===== config.mk =====
export PLATFORM = sky130hd
export DESIGN_NAME = glyph_2bpp_expand_masked_unit
export DESIGN_NICKNAME = d
export VERILOG_FILES = /design/src/hdl/g2bpp_pkg.sv /design/src/hdl/glyph_2bpp_expand_masked_unit.sv /design/src/hdl/g2bpp_pack.sv
export SDC_FILE = /design/constraint.sdc
export NUM_CORES = 1
export LEC_CHECK = 0
export BUFFER_PORTS_ARGS = -buffer_cell sky130_fd_sc_hd__clkbuf_2
export CORE_UTILIZATION = 29
export CTS_BUF_LIST = sky130_fd_sc_hd__clkbuf_2 sky130_fd_sc_hd__clkbuf_4 sky130_fd_sc_hd__clkbuf_8
export DETAILED_ROUTE_END_ITERATION = 6
export SLEW_MARGIN = 20
export SYNTH_ARGS = -nofsm -noshare
export SYNTH_HDL_FRONTEND = slang
export SYNTH_SLANG_ARGS = --single-unit

===== constraint.sdc =====
create_clock -name aclk -period 8.6 [get_ports aclk]
set_input_delay 1.72 -clock aclk [delete_from_list [all_inputs] [get_ports aclk]]
set_output_delay 1.72 -clock aclk [all_outputs]
set_load 0.1 [all_outputs]

===== src/hdl/g2bpp_pkg.sv =====
// ----------------------------------------------------------------------------
// g2bpp_pkg
// Shared types, constants and the palette function for the 2bpp glyph
// expander.
// ----------------------------------------------------------------------------
package g2bpp_pkg;

    // Configuration register indexes
    localparam logic [1:0] CFG_FORE_COLOUR = 2'd0;
    localparam logic [1:0] CFG_BACK_COLOUR = 2'd1;
    localparam logic [1:0] CFG_DRAW_MODE   = 2'd2;

    // Draw mode bit positions
    localparam int DM_INVERSE = 0;
    localparam int DM_FILL    = 1;
    localparam int DM_OUTLINE = 2;

    // Pixels in one source byte, and reset colours
    localparam logic [2:0] PIX_PER_BYTE  = 3'd4;
    localparam logic [7:0] FORE_RESET    = 8'hff;
    localparam logic [7:0] BACK_RESET    = 8'h00;
    localparam logic [2:0] MODE_RESET    = 3'd0;

    typedef struct packed {
        logic [7:0] src_byte;
        logic [2:0] pixel_count;
        logic       row_start;
        logic       row_end;
        logic [1:0] byte_offset;
    } in_item_t;

    typedef struct packed {
        logic [31:0] pixel_word;
        logic [3:0]  byte_enable;
        logic        row_last;
    } out_item_t;

    // Row accumulator state
    typedef struct packed {
        logic [1:0]       lane;
        logic [3:0][7:0]  word;
        logic [3:0]       enable;
    } row_state_t;

    // Up to two words produced by one source byte
    typedef struct packed {
        out_item_t  first;
        out_item_t  second;
        logic [1:0] count;
    } pack_res_t;

    // Map a 2-bit index through the palette set by the draw mode
    function automatic logic [7:0] palette_entry(
        input logic [1:0] idx,
        input logic [7:0] fore,
        input logic [7:0] back,
        input logic [2:0] mode
    );
        logic [7:0] ink;
        logic [7:0] bg;
        logic [7:0] val;
        ink = mode[DM_INVERSE] ? back : fore;
        bg  = mode[DM_INVERSE] ? fore : back;
        unique case (idx)
            2'd0:    val = mode[DM_FILL] ? bg : 8'h00;
            2'd1:    val = (mode[DM_FILL] || mode[DM_OUTLINE]) ? bg : 8'h00;
            default: val = ink;
        endcase
        return val;
    endfunction

endpackage


===== src/hdl/glyph_2bpp_expand_masked_unit.sv =====
// ----------------------------------------------------------------------------
// glyph_2bpp_expand_masked_unit
// Expands 2bpp font bytes into byte-masked 32-bit pixel words.
// ----------------------------------------------------------------------------
// One source byte is taken per clock while the result side takes every word:
// the byte is expanded through the palette and packed in the same cycle into
// a two-entry result buffer, so a word appears on the result channel in the
// cycle after its byte is accepted. A byte is taken only when both buffer
// entries will be free, since it may complete a word and also flush the row
// tail; a byte that yields two words therefore holds the input while the
// second word drains. Configuration writes take effect on the next accepted
// byte and are meant to be made while the unit is idle.
module glyph_2bpp_expand_masked_unit (
    input  logic                 aclk,
    input  logic                 aresetn,
    input  logic                 s_valid,
    output logic                 s_ready,
    input  g2bpp_pkg::in_item_t  s_item,
    output logic                 m_valid,
    input  logic                 m_ready,
    output g2bpp_pkg::out_item_t m_item,
    input  logic                 cfg_we,
    input  logic [1:0]           cfg_index,
    input  logic [7:0]           cfg_wdata
);

    logic [7:0]            fore_reg;
    logic [7:0]            back_reg;
    logic [2:0]            mode_reg;
    g2bpp_pkg::row_state_t row_reg;
    g2bpp_pkg::row_state_t row_next;
    g2bpp_pkg::pack_res_t  res;
    g2bpp_pkg::out_item_t  slot_reg [2];
    logic [1:0]            count_reg;
    logic                  s_fire;
    logic                  m_fire;

    assign m_valid = (count_reg != 2'd0);
    assign m_item  = slot_reg[0];
    assign m_fire  = m_valid && m_ready;
    assign s_ready = (count_reg == 2'd0) || ((count_reg == 2'd1) && m_ready);
    assign s_fire  = s_valid && s_ready;

    // Configuration registers
    always_ff @(posedge aclk) begin
        if (!aresetn) begin
            fore_reg <= g2bpp_pkg::FORE_RESET;
            back_reg <= g2bpp_pkg::BACK_RESET;
            mode_reg <= g2bpp_pkg::MODE_RESET;
        end else if (cfg_we) begin
            unique case (cfg_index)
                g2bpp_pkg::CFG_FORE_COLOUR: fore_reg <= cfg_wdata;
                g2bpp_pkg::CFG_BACK_COLOUR: back_reg <= cfg_wdata;
                g2bpp_pkg::CFG_DRAW_MODE:   mode_reg <= cfg_wdata[2:0];
                default: ;
            endcase
        end
    end

    g2bpp_pack u_pack (
        .cur         (row_reg),
        .item        (s_item),
        .fore_colour (fore_reg),
        .back_colour (back_reg),
        .draw_mode   (mode_reg),
        .res         (res),
        .nxt         (row_next)
    );

    // Advance the row accumulator on each input transfer
    always_ff @(posedge aclk) begin
        if (!aresetn) begin
            row_reg <= '0;
        end else if (s_fire) begin
            row_reg <= row_next;
        end
    end

    // Result buffer: load on input transfer, shift down on output transfer
    always_ff @(posedge aclk) begin
        if (!aresetn) begin
            count_reg <= 2'd0;
        end else if (s_fire) begin
            count_reg <= res.count;
        end else if (m_fire) begin
            count_reg <= count_reg - 2'd1;
        end
    end

    always_ff @(posedge aclk) begin
        if (s_fire) begin
            slot_reg[0] <= res.first;
            slot_reg[1] <= res.second;
        end else if (m_fire) begin
            slot_reg[0] <= slot_reg[1];
        end
    end

    // Checks
    a_count_range: assert property (@(posedge aclk) disable iff (!aresetn)
        count_reg != 2'd3)
        else $error("result buffer count out of range");

    a_room_on_accept: assert property (@(posedge aclk) disable iff (!aresetn)
        s_fire |-> (count_reg == 2'd0) || (count_reg == 2'd1 && m_fire))
        else $error("input accepted without two free result entries");

    a_second_is_last: assert property (@(posedge aclk) disable iff (!aresetn)
        (count_reg == 2'd2) |-> slot_reg[1].row_last)
        else $error("second buffered word is not the row tail");

    a_row_end_clears: assert property (@(posedge aclk) disable iff (!aresetn)
        (s_fire && s_item.row_end) |=> (row_reg == '0))
        else $error("accumulator not cleared after row end");

endmodule


===== src/hdl/g2bpp_pack.sv =====
// ----------------------------------------------------------------------------
// g2bpp_pack
// Expands one source byte into the row accumulator and works out the words
// that it completes or flushes, with the accumulator state that follows.
// ----------------------------------------------------------------------------
module g2bpp_pack (
    input  g2bpp_pkg::row_state_t cur,
    input  g2bpp_pkg::in_item_t   item,
    input  logic [7:0]            fore_colour,
    input  logic [7:0]            back_colour,
    input  logic [2:0]            draw_mode,
    output g2bpp_pkg::pack_res_t  res,
    output g2bpp_pkg::row_state_t nxt
);

    logic [1:0]      base_lane;
    logic [3:0][7:0] w1;
    logic [3:0][7:0] w2;
    logic [3:0]      e1;
    logic [3:0]      e2;
    logic [2:0]      used;
    logic [2:0]      end_pos;
    logic [2:0]      pos;
    logic [7:0]      val;
    logic            word_done;
    logic            flush;

    // Start point: fresh row or carry on from the accumulator
    always_comb begin
        base_lane = item.row_start ? item.byte_offset : cur.lane;
        used      = (item.pixel_count > g2bpp_pkg::PIX_PER_BYTE) ?
                    g2bpp_pkg::PIX_PER_BYTE : item.pixel_count;
        end_pos   = {1'b0, base_lane} + used;
        word_done = end_pos[2];
        flush     = item.row_end && (end_pos[1:0] != 2'd0);
    end

    // Drop each pixel into the current word or the one after it
    always_comb begin
        w1  = item.row_start ? '0 : cur.word;
        e1  = item.row_start ? '0 : cur.enable;
        w2  = '0;
        e2  = '0;
        pos = '0;
        val = '0;
        for (int p = 0; p < 4; p++) begin
            pos = {1'b0, base_lane} + 3'(p);
            val = g2bpp_pkg::palette_entry(item.src_byte[(3 - p) * 2 +: 2],
                                           fore_colour, back_colour, draw_mode);
            if (3'(p) < used) begin
                if (!pos[2]) begin
                    w1[pos[1:0]] = val;
                    e1[pos[1:0]] = (val != 8'h00);
                end else begin
                    w2[pos[1:0]] = val;
                    e2[pos[1:0]] = (val != 8'h00);
                end
            end
        end
    end

    // Select result words and the following state
    always_comb begin
        res.first.pixel_word  = w1;
        res.first.byte_enable = e1;
        res.second.pixel_word  = w2;
        res.second.byte_enable = e2;
        res.second.row_last    = 1'b1;
        if (word_done) begin
            res.first.row_last = item.row_end && !flush;
            res.count          = flush ? 2'd2 : 2'd1;
        end else begin
            res.first.row_last = 1'b1;
            res.count          = flush ? 2'd1 : 2'd0;
        end

        if (item.row_end) begin
            nxt = '0;
        end else begin
            nxt.lane   = end_pos[1:0];
            nxt.word   = word_done ? w2 : w1;
            nxt.enable = word_done ? e2 : e1;
        end
    end

endmodule

After elaboration in Yosys (flattened, before gate mapping)
Memories as Yosys holds them, arrays and structs flattened. Cells that the tools add are included.

Flip-flop bits (word level): 59. Bits in latches: 0. Bits in writable memories: 74. Memory bits (read-only): 0. Bits of input ports: 30. Output and inout bits: 39. Logic and storage cells: 148. Memories: 1.

Memories: slot_reg (words 2, bits a word 37, read ports 2, clocked after memory_dff 0, write ports 2, line glyph_2bpp_expand_masked_unit.sv:33) `g2bpp_pkg::out_item_t slot_reg [2];`.

Add/subtract/negate cells: 5. Multiply operators: 0. Divide/modulo/power cells: 0. $lt $le $gt $ge: 13. Equal/unequal tests: 7. Shift-type cells: 0. Muxes and demuxes: 81. Bitwise gates (word level): 3. Reduce and logical (&&, ||, !) cells: 28.

Operators with widths (count): 2-to-1 mux 32 bit (15); bitwise mux 32 bit (6); demux 8 bit (select 2 bit) (4); 2-to-1 mux 8 bit (8); case mux 8 bit (2 select lines) (4); 2-to-1 mux 4 bit (15); 2-to-1 mux 38 bit (1); 2-to-1 mux 37 bit (1); bitwise AND 32 bit (1); nonzero test 8 bit (4); bitwise mux 4 bit (6); == test 2 x 1 -> 1 bit, second input constant (6); zero test 2 bit (6); < comparator 2 x 3 -> 1 bit, second input constant (4); 2-to-1 mux 1 bit (11); 2-to-1 mux 2 bit (5); logical AND 1 bit (9); demux 1 bit (select 2 bit) (4); greater-or-equal comparator 2 x 1 -> 1 bit, second input constant (4); adder 2 x 2 -> 3 bit, second input constant (2); < comparator 1 x 3 -> 1 bit, first input constant (2); < comparator 2 x 3 -> 1 bit, first input constant (2); AND reduction 2 bit (3); nonzero test 2 bit (3); other kinds (10) (11).

Longest topological paths before layout
Gate-level depths: netlist (run 1).

Word-level depth: 18. Mapped depth: 13.

By module
From an unflattened synthesis (run 1), not the netlist that was laid out.

Cells, all modules: 991. Area total of the unflattened synthesis: 8670.8 µm².

By module, submodules not included: glyph_2bpp_expand_masked_unit (times used 1, cells an instance 383, area an instance 5078.6 µm², sequential area each 3403.3 µm²); g2bpp_pack (times used 1, cells an instance 608, area an instance 3592.2 µm², sequential area each 0.0 µm²).

Worst setup path before layout (run 1)
OpenSTA, ideal clock, no wires.

Path type: input -> register. Start: in m_ready. End: reg count_reg[0]. Setup time: 0.090 ns. Arrival: 5.247 ns. Required time: 8.510 ns. Slack: 3.263 ns. Stages on the path: 4. Cell sequence: inv_1 > o21ai_0 > o21ai_0 > a211oi_1.

Longest elaborated chain between the ends: 4.

Ends and longest elaborated chain: start, declared (line glyph_2bpp_expand_masked_unit.sv:20) `input logic m_ready,`; logical AND 1 bit (line glyph_2bpp_expand_masked_unit.sv:41) `assign s_ready = (count_reg == 2'd0) || ((count_reg == 2'd1) && m_ready);`; logical OR 1 bit (line glyph_2bpp_expand_masked_unit.sv:41); logical AND 1 bit (line glyph_2bpp_expand_masked_unit.sv:42) `assign s_fire = s_valid && s_ready;`; 2-to-1 mux 2 bit or nonzero test 2 bit (tied branches); end signal, assigned (line glyph_2bpp_expand_masked_unit.sv:84) `count_reg <= res.count;`; end signal, assigned (line glyph_2bpp_expand_masked_unit.sv:86) `count_reg <= count_reg - 2'd1;`; end, declared (line glyph_2bpp_expand_masked_unit.sv:34) `logic [1:0] count_reg;`.

Parallel ways exist; a longest one is shown, timed or not. A chain may end at the register's enable or synchronous reset.

Worst setup path in the final report (run 1)
Start: in m_ready. End: out s_ready.

Longest elaborated chain between the ends: 2.

Ends and longest elaborated chain: logical AND 1 bit (line glyph_2bpp_expand_masked_unit.sv:41); logical OR 1 bit (line glyph_2bpp_expand_masked_unit.sv:41); end, declared (line glyph_2bpp_expand_masked_unit.sv:17) `output logic s_ready,`.

Every way passes these cells.

==> results of run 1 <==
[final timing paths]
check / slack, ps / startpoint / to / depth (start not counted)
max reg2reg: 5460 / count_reg[0] / slot_reg[0][3] / 10
min: 470 / row_reg[31] / row_reg[31] / 2
min reg2reg: 470 / row_reg[31] / row_reg[31] / 2
max: 4190 / m_ready / s_ready / 4
[through the flow]
step	utilization (%)	cells
after global routing	33.2	1281
after CTS	33.2	1281
after floorplan	-	898
final	33.2	1281
after global placement	31.6	1249
after detailed placement	31.6	1249
[final cells by class]
class                      count  area share (%)
clock inverter                13            1.94
multi-input combinational    685            47.6
clock buffer                  19            2.78
timing repair buffer          79            4.72
tap                          341            4.77
sequential                   132            37.7
inverter                      12           0.503
[placed cells by master (no fill, tap or decap), types with 26 or more instances in the layout]
cell type,netlist,routed
sky130_fd_sc_hd__nand3_1,39,39
sky130_fd_sc_hd__edfxtp_1,73,73
sky130_fd_sc_hd__a21oi_1,55,55
sky130_fd_sc_hd__mux2i_1,31,31
sky130_fd_sc_hd__clkbuf_2,0,68
sky130_fd_sc_hd__nor2_1,80,80
sky130_fd_sc_hd__nand2_1,124,124
sky130_fd_sc_hd__a31oi_1,26,26
sky130_fd_sc_hd__o21ai_0,59,58
sky130_fd_sc_hd__dfxtp_1,59,59
[logic make-up (layout without fill, tap and decap cells)]
kind of cell	count (synthesis)	count (layout)	share of synthesized area, %
AO/OA/AOI/OAI	302	302	26.0
XOR/XNOR	6	6	1.28
adder cells (fa/ha/maj)	5	5	0.882
buffers and inverters	81	123	4.61
flip-flops	132	132	42.4
multiplexers	44	44	5.75
other	1	9	0.0472
AND/OR/NAND/NOR	319	319	19.0
[power breakdown]
group | switching [mW] | internal (mW) | leakage [nW]
Clock | 0.287 | 0.299 | 0.210
Sequential | 0.0552 | 0.873 | 1.20
Combinational | 1.12 | 0.212 | 1.90
[metal layers]
layer	share of wire [%]	GRT usage, %	vias up
met5	0	0	-
met4	3.6	9.49	0
met3	7.2	4.51	66
met2	44	31.0	353
met1	45	28.0	3532
li1	-	-	3433
[worst reg2reg max path, cell delays in order, from the launching register on]
cell	delay [ps]
sky130_fd_sc_hd__dfxtp_1	370
sky130_fd_sc_hd__inv_1	70
sky130_fd_sc_hd__ha_1	280
sky130_fd_sc_hd__a21oi_1	370
sky130_fd_sc_hd__inv_1	130
sky130_fd_sc_hd__nand2_2	540
sky130_fd_sc_hd__inv_1	90
sky130_fd_sc_hd__buf_4	310
sky130_fd_sc_hd__nor3_2	180
sky130_fd_sc_hd__buf_4	340
sky130_fd_sc_hd__o31ai_1	190
==> flow_metrics.tcl, run 1 <==
set metrics [dict create \
    clk-insertion-delay-late_ps 480 \
    design.portCount 69 \
    first_global_vias 6887 \
    netlist_area_um2 7950 \
    power.density_nw_per_um2 318 \
    first_iter_violations 825 \
    place_worst_setup_slack_ps 3910 \
    global_route_wire_length_before_repair_mm 43.5 \
    detail_route.first_pass.iterations 5 \
    cts_tree "built" \
    finalNetCount 962 \
    synthTopCellsByArea "sky130_fd_sc_hd__edfxtp_1 28%, sky130_fd_sc_hd__dfxtp_1 15%, sky130_fd_sc_hd__nand2_1 5.9%" \
    ys_warn_count 0 \
    worst_hold_path_type "reg -> reg" \
    cts_sinks 132 \
    wl_per_cell_um 22.2 \
    gp_congestion 0.937 \
    detailedPlacementHpwl_mm 20.6 \
    grt_antenna_before_repair 0 \
    maxSlewHeadroom_pct 26.1 \
    worst_ep_required_time_ps 6880 \
    clockBufferDepth 2 \
    numPortBuffers 68 \
    number_of_cell_rows 60 \
    multi_input_gate_area_um2 4260 \
    synthMostInstantiatedCell "sky130_fd_sc_hd__nand2_1" \
    syn2layout_area_growth_pct 12.6 \
    final-max-slew-violation-count 0 \
    cts_max_level 4 \
    initial_core_util_pct 29.5 \
    synth.ff_latch_count 132 \
    largest_register_ffs 73 \
    gr-usage-all-layers_pct 20.6 \
    die_y_um 168 \
    critical_path.max_stage_delay_ps 390 \
    core_um2 27000 \
    post_layout_power_mw 2.85 \
    yosysSeqAreaShare_pct 42.5 \
    finalInstanceArea_um2 8950 \
    area_of_the_die_um2 28100 \
    finalWorstPathRequiredPeriod_ps 4410 \
    clock_slew_at_reported_path_ffs_ps 90 \
    postCtsSetupBuffers 0 \
    max-vdd-ir-drop_mv 0.320 \
    holdBufCountCts 0 \
    n_antenna_cell 0 \
    crit_path_cell_trace "clkbuf_2 > a21oi_1 > inv_1 > clkbuf_2" \
    critical_path_buf_inv_count 3 \
    status "completed" \
    synth_top_area_cell "sky130_fd_sc_hd__edfxtp_1" \
    finalHoldWorstSlack_ps 473 \
    drive_gt1_share_pct 16.6 \
    max_cap_violations 0 \
    setup.worst_path.start_class "primary input" \
    gr-total-overflow 0 \
    critical_path.most_common_cell "sky130_fd_sc_hd__clkbuf_2" \
    synth_cells 890 \
    final-hold-violation-count 0 \
    yosysUniqueCellTypes 73 \
    clock_skew_ps 25.3 \
    detail_route.drc_violations 0 \
    vias_per_cell 5.76 \
    antenna_violating_nets_post_route 0 \
    max_clock_freq_mhz 227 \
    setup-tns-final_ps 0 \
    cts_inserted_buffers 17 \
    synth_area_per_inst_um2 8.93 \
    ff_latch_area_um2 3370 \
    detail_route.wirelength_mm 28.5 \
    top_cell_types_by_occurrence_after_synthesis "124 x sky130_fd_sc_hd__nand2_1, 80 x sky130_fd_sc_hd__nor2_1, 73 x sky130_fd_sc_hd__edfxtp_1, 59 x sky130_fd_sc_hd__dfxtp_1, 59 x sky130_fd_sc_hd__o21ai_0" \
    async_reset_ff_share_pct 0 \
    crit_slowest_cell "sky130_fd_sc_hd__clkbuf_2" \
    worst_path_dominant_cell_family "buffers and inverters" \
    critical_path_peak_fanout 5 \
    yosys_most_used_dff "sky130_fd_sc_hd__edfxtp_1" \
    power.leakage_nw 3.31 \
    setup_ws_ps 4190 \
    timing_worst_setup_path_type "in -> out" \
    placed_area_um2 8520 \
    setup_violations 0 \
    fill_cells 2762 \
    post_cts_resize_count 0 \
    period_share_pct 51.3 \
    worstPathArrival_ps 2690 \
    synth.top_cell.area_share_pct 27.6 \
    timing_worst_slew_pin_value_ps 1110 \
    vias 7384 \
    end_kind "output pin" \
    synth_enable_flop_cells 73 \
    clock-root-buffer "sky130_fd_sc_hd__clkbuf_8" \
    rsz0062_at_grt "no" \
    die-width_um 168 \
    grt_start_max_net_pins 44 \
]
No activity file was read; power rests on OpenSTA's default activity.
==> run 2, diff against run 1 <==
Clock period 8.6 ns to 4.19 ns, I/O delays scaled along.
==> run 2 against run 1 <==
  * Sequential cell count did not move
  * Sequential power rose by 100%
  * Worst setup slack got worse by 3400 ps
  * Critical endpoint is now row_reg[5]
  * Register-to-register slack got worse by 4600 ps
==> flow_metrics.tcl, run 2 (synthesis results as in run 1) <==
set metrics [dict create \
    status "completed" \
    antenna_violating_nets_post_route 0 \
    clockBufferDepth 2 \
    worst_hold_path_type "reg -> reg" \
    largest_register_ffs 73 \
    design.portCount 69 \
    mostFrequentLayoutCells "124 x sky130_fd_sc_hd__nand2_1, 80 x sky130_fd_sc_hd__nor2_1, 73 x sky130_fd_sc_hd__edfxtp_1" \
    die-width_um 168 \
    critical_path_peak_fanout 18 \
    clock_slew_at_reported_path_ffs_ps 80 \
    setup.worst_path.start_class "primary input" \
    clock_skew_ps 13.4 \
    holdBufCountCts 0 \
    critical_path.most_common_cell "sky130_fd_sc_hd__inv_1" \
    core_um2 27000 \
    gr-total-overflow 0 \
    timing_worst_slew_pin_value_ps 941 \
    finalInstanceArea_um2 9060 \
    detail_route.first_pass.iterations 5 \
    finalWorstPathRequiredPeriod_ps 3380 \
    vias_per_cell 5.72 \
    end_kind "flip-flop" \
    global_route_wire_length_before_repair_mm 44.8 \
    postCtsSetupBuffers 0 \
    cts_inserted_buffers 17 \
    power.density_nw_per_um2 646 \
    first_global_vias 7002 \
    placed_area_um2 8660 \
    detail_route.drc_violations 0 \
    max-vdd-ir-drop_mv 0.564 \
    rsz0062_at_grt "no" \
    grt_antenna_before_repair 0 \
    first_iter_violations 803 \
    layout_commonest_cell "sky130_fd_sc_hd__nand2_1" \
    clock-root-buffer "sky130_fd_sc_hd__clkbuf_8" \
    area_of_the_die_um2 28100 \
    setup-tns-final_ps 0 \
    detailedPlacementHpwl_mm 21.8 \
    drive_gt1_share_pct 18.1 \
    cp.depth 10 \
    clk-insertion-delay-late_ps 460 \
    power.leakage_nw 3.39 \
    post_layout_power_mw 5.85 \
    max_cap_violations 0 \
    gr-usage-all-layers_pct 21.5 \
    setup_violations 0 \
    wl_per_cell_um 23.0 \
    initial_core_util_pct 29.5 \
    worst_hold_path_cells 2 \
    final-hold-violation-count 0 \
    worstPathArrival_ps 3770 \
    gp_congestion 0.998 \
    final-max-slew-violation-count 0 \
    crit_path_cell_trace "clkbuf_2 > mux2i_1 > inv_1 > fa_1 > xnor2_2 > inv_1 > or3_1 > nor2_1 > a22oi_1 > o2bb2ai_1" \
    cts_tree "built" \
    numPortBuffers 68 \
    timing_worst_setup_path_type "in -> reg" \
    die_y_um 168 \
    cts_sinks 132 \
    period_share_pct 80.7 \
    vias 7424 \
    finalHoldWorstSlack_ps 472 \
    maxSlewHeadroom_pct 37.2 \
    crit_slowest_cell "sky130_fd_sc_hd__or3_1" \
    critical_path.max_stage_delay_ps 490 \
    detail_route.wirelength_mm 29.9 \
    reg2regPathDepth 6 \
    syn2layout_area_growth_pct 14.0 \
    finalNetCount 980 \
    number_of_cell_rows 60 \
    critical_path_buf_inv_count 3 \
    n_antenna_cell 0 \
    cts_max_level 4 \
    worst_ep_required_time_ps 4580 \
    max_clock_freq_mhz 296 \
    grt_start_max_net_pins 44 \
    worst_path_dominant_cell_family "simple AND/OR/NAND/NOR gates" \
    post_cts_resize_count 0 \
]
==> run 2: cell type report <==
type | instances | area (um^2)
multi-input cells | 685 | 4250
fillers | 2792 | 17900
flip-flops and latches | 132 | 3370
well taps | 341 | 427
clock inverters | 13 | 148
clock buffers | 19 | 255
inverters | 12 | 45.0
repair buffers | 97 | 558
==> run 2: power breakdown <==
part           switching [mW]  leakage (nW)  total, mW  internal, mW
registers               0.113          1.20       1.90          1.79
clock network           0.582         0.198       1.14         0.560
logic                    2.34          1.99       2.81         0.463
==> run 2: worst paths after layout <==
kind | startpoint | end | slack, ps
min reg2reg | row_reg[25] | row_reg[25] | 470
max reg2reg | mode_reg[0] | slot_reg[0][34] | 880
max | s_item[3] | row_reg[5] | 810
min | row_reg[25] | row_reg[25] | 470
==> run 2: through the flow <==
stage                     utilization [%]  setup slack, ps  instances
after global placement               32.1              618       1267
after global routing                 33.6              593       1299
after detailed placement             32.1              410       1267
after CTS                            33.6              900       1299
final                                33.6              810       1299
after floorplan                         -              632        898
==> run 2: metal layers <==
layer  wire length [um]  up-vias  track usage (%)
met1              13500     3556             29.5
li1                   -     3454                -
met5                  0        -                0
met2              13100      338             32.6
met4               1170        0             9.33
met3               2180       76             4.25
==> run 2: tightest hold or removal path: cells and delay by family (launching register included) <==
kind	cells	cell delay, ps
compound gates	1	60
flops	1	320
simple gates	1	50
==> run 3, diff against run 2 <==
Clock period 4.19 ns to 3.43 ns, I/O delays scaled along.
==> run 3 against run 2 <==
  * Worst setup slack lost 240 ps
  * Design area grew 2.1%
  * First-iteration DRC count shrank 1.2%
  * Hold slack lost 33 ps
  * Count of clock-buffer cells in the layout grew 1
  * Power grew 23%
  * Via count grew 1.8%
  * Critical path type is now reg -> out
  * Largest cell class unchanged
  * Largest power group unchanged
==> flow_metrics.tcl, run 3 (synthesis results as in run 1) <==
set metrics [dict create \
    detail_route.first_pass.iterations 6 \
    worstPathArrival_ps 2170 \
    detailedPlacementHpwl_mm 21.9 \
    grt_antenna_before_repair 1 \
    cts_inserted_buffers 17 \
    cts_tree "built" \
    timing_worst_setup_path_type "reg -> out" \
    antenna_violating_nets_post_route 0 \
    clock_slew_at_reported_path_ffs_ps 80 \
    postCtsSetupBuffers 0 \
    setup.worst_path.start_class "flip-flop" \
    power.density_nw_per_um2 781 \
    cts_sinks 132 \
    initial_core_util_pct 29.5 \
    grt_util_met3_pct 4.35 \
    worst_ep_required_time_ps 2740 \
    clockBufferDepth 2 \
    vias_per_cell 5.71 \
    gp_congestion 1.01 \
    global_route.peak_usage_layer "met2" \
    regToRegSetupSlack_ps 580 \
    core_um2 27000 \
    critical_path_peak_fanout 5 \
    mostFrequentLayoutCells "124 x sky130_fd_sc_hd__nand2_1, 80 x sky130_fd_sc_hd__nor2_1, 73 x sky130_fd_sc_hd__edfxtp_1" \
    first_iter_violations 793 \
    detail_route.drc_violations 0 \
    die-width_um 168 \
    timing_worst_slew_pin_value_ps 970 \
    power.leakage_nw 3.50 \
    max_clock_freq_mhz 350 \
    area_of_the_die_um2 28100 \
    max-vdd-ir-drop_mv 0.916 \
    use_met1_pct 29.6 \
    fill_cells 2768 \
    maxSlewHeadroom_pct 35.2 \
    grt_start_max_net_pins 44 \
    hold_end "fore_reg[4]" \
    post_cts_resize_count 0 \
    gr-usage-all-layers_pct 21.7 \
    final-max-slew-violation-count 0 \
    vias 7559 \
    largest_register_ffs 73 \
    die_y_um 168 \
    cp-startpoint "count_reg[0]" \
    first_global_vias 7185 \
    period_share_pct 83.3 \
    clk-insertion-delay-late_ps 480 \
    layout_commonest_cell "sky130_fd_sc_hd__nand2_1" \
    finalWorstPathRequiredPeriod_ps 2860 \
    rsz0062_at_grt "no" \
    syn2layout_area_growth_pct 16.4 \
    holdBufCountCts 0 \
    setup-tns-final_ps 0 \
    max_cap_violations 0 \
    drive_gt1_share_pct 19.9 \
    finalNetCount 1003 \
    crit-reg2reg-launch "row_reg[36]" \
    gr-total-overflow 0 \
    worst_hold_path_type "in -> reg" \
    clock-root-buffer "sky130_fd_sc_hd__clkbuf_8" \
    worstReg2RegEnd "row_reg[20]" \
    end_kind "output pin" \
    cts_max_level 4 \
    design.portCount 69 \
    clock_skew_ps 18.1 \
    global_route_wire_length_before_repair_mm 45.7 \
    status "completed" \
    numPortBuffers 68 \
    detail_route.wirelength_mm 30.1 \
    reg2regPathDepth 10 \
    worst_hold_path_cells 3 \
    finalHoldWorstSlack_ps 439 \
    wl_per_cell_um 22.7 \
    setup_violations 0 \
    grt.met2_usage_pct 32.2 \
    timing.hold.worst.start "cfg_wdata[4]" \
    final-hold-violation-count 0 \
    number_of_cell_rows 60 \
]
## run 3: final cells by class
class	instances	area [um^2]	area share [%]
multi-input combinational	685	4250	46.0
sequential	132	3370	36.5
timing repair buffer	120	731	7.90
tap	341	427	4.61
clock buffer	20	263	2.84
clock inverter	12	155	1.68
inverter	12	45.0	0.487
antenna	1	2.50	0.0271
## run 3: power by group
part,total [mW],switching (mW),internal (mW),leakage (nW)
clock,1.43,0.677,0.755,0.200
combinational,3.47,2.88,0.588,2.10
sequential,2.32,0.134,2.19,1.20
total,7.23,3.70,3.53,3.50
## run 3: routing by layer
layer | wire length, um | share of wire, %
met5 | 0 | 0
met4 | 1400 | 4.7
met2 | 12800 | 43
met1 | 13600 | 45
met3 | 2310 | 7.7
## run 3: worst max-delay path, stage by stage (launching register included)
cell,delay [ps]
sky130_fd_sc_hd__dfxtp_1,360
sky130_fd_sc_hd__inv_1,70
sky130_fd_sc_hd__ha_1,280
sky130_fd_sc_hd__a21oi_1,460
sky130_fd_sc_hd__inv_1,140
sky130_fd_sc_hd__clkbuf_2,400
## run 3: through the flow
| step | cells | setup WS, ps | utilization (%) | area, um^2 | total power [mW] |
|---|---|---|---|---|---|
| after floorplan | 898 | 23.8 | - | 7980 | 5.06 |
| after global placement | 1290 | 354 | 32.8 | 8830 | 5.81 |
| after detailed placement | 1290 | 260 | 32.8 | 8830 | 5.81 |
| after CTS | 1322 | 560 | 34.3 | 9250 | 7.25 |
| after global routing | 1322 | 433 | 34.3 | 9250 | 7.51 |
| final | 1323 | 572 | 34.3 | 9250 | 7.23 |
## run 3: worst max path at each step
stage | end | slack [ps] | cells past startpoint
final | s_ready | 570 | 5
after global routing | s_ready | 430 | 5
after CTS | s_ready | 560 | 5
after detailed placement | row_reg[23] | 260 | 10
after global placement | slot_reg[0][35] | 350 | 7
after floorplan | slot_reg[0][4] | 20 | 7
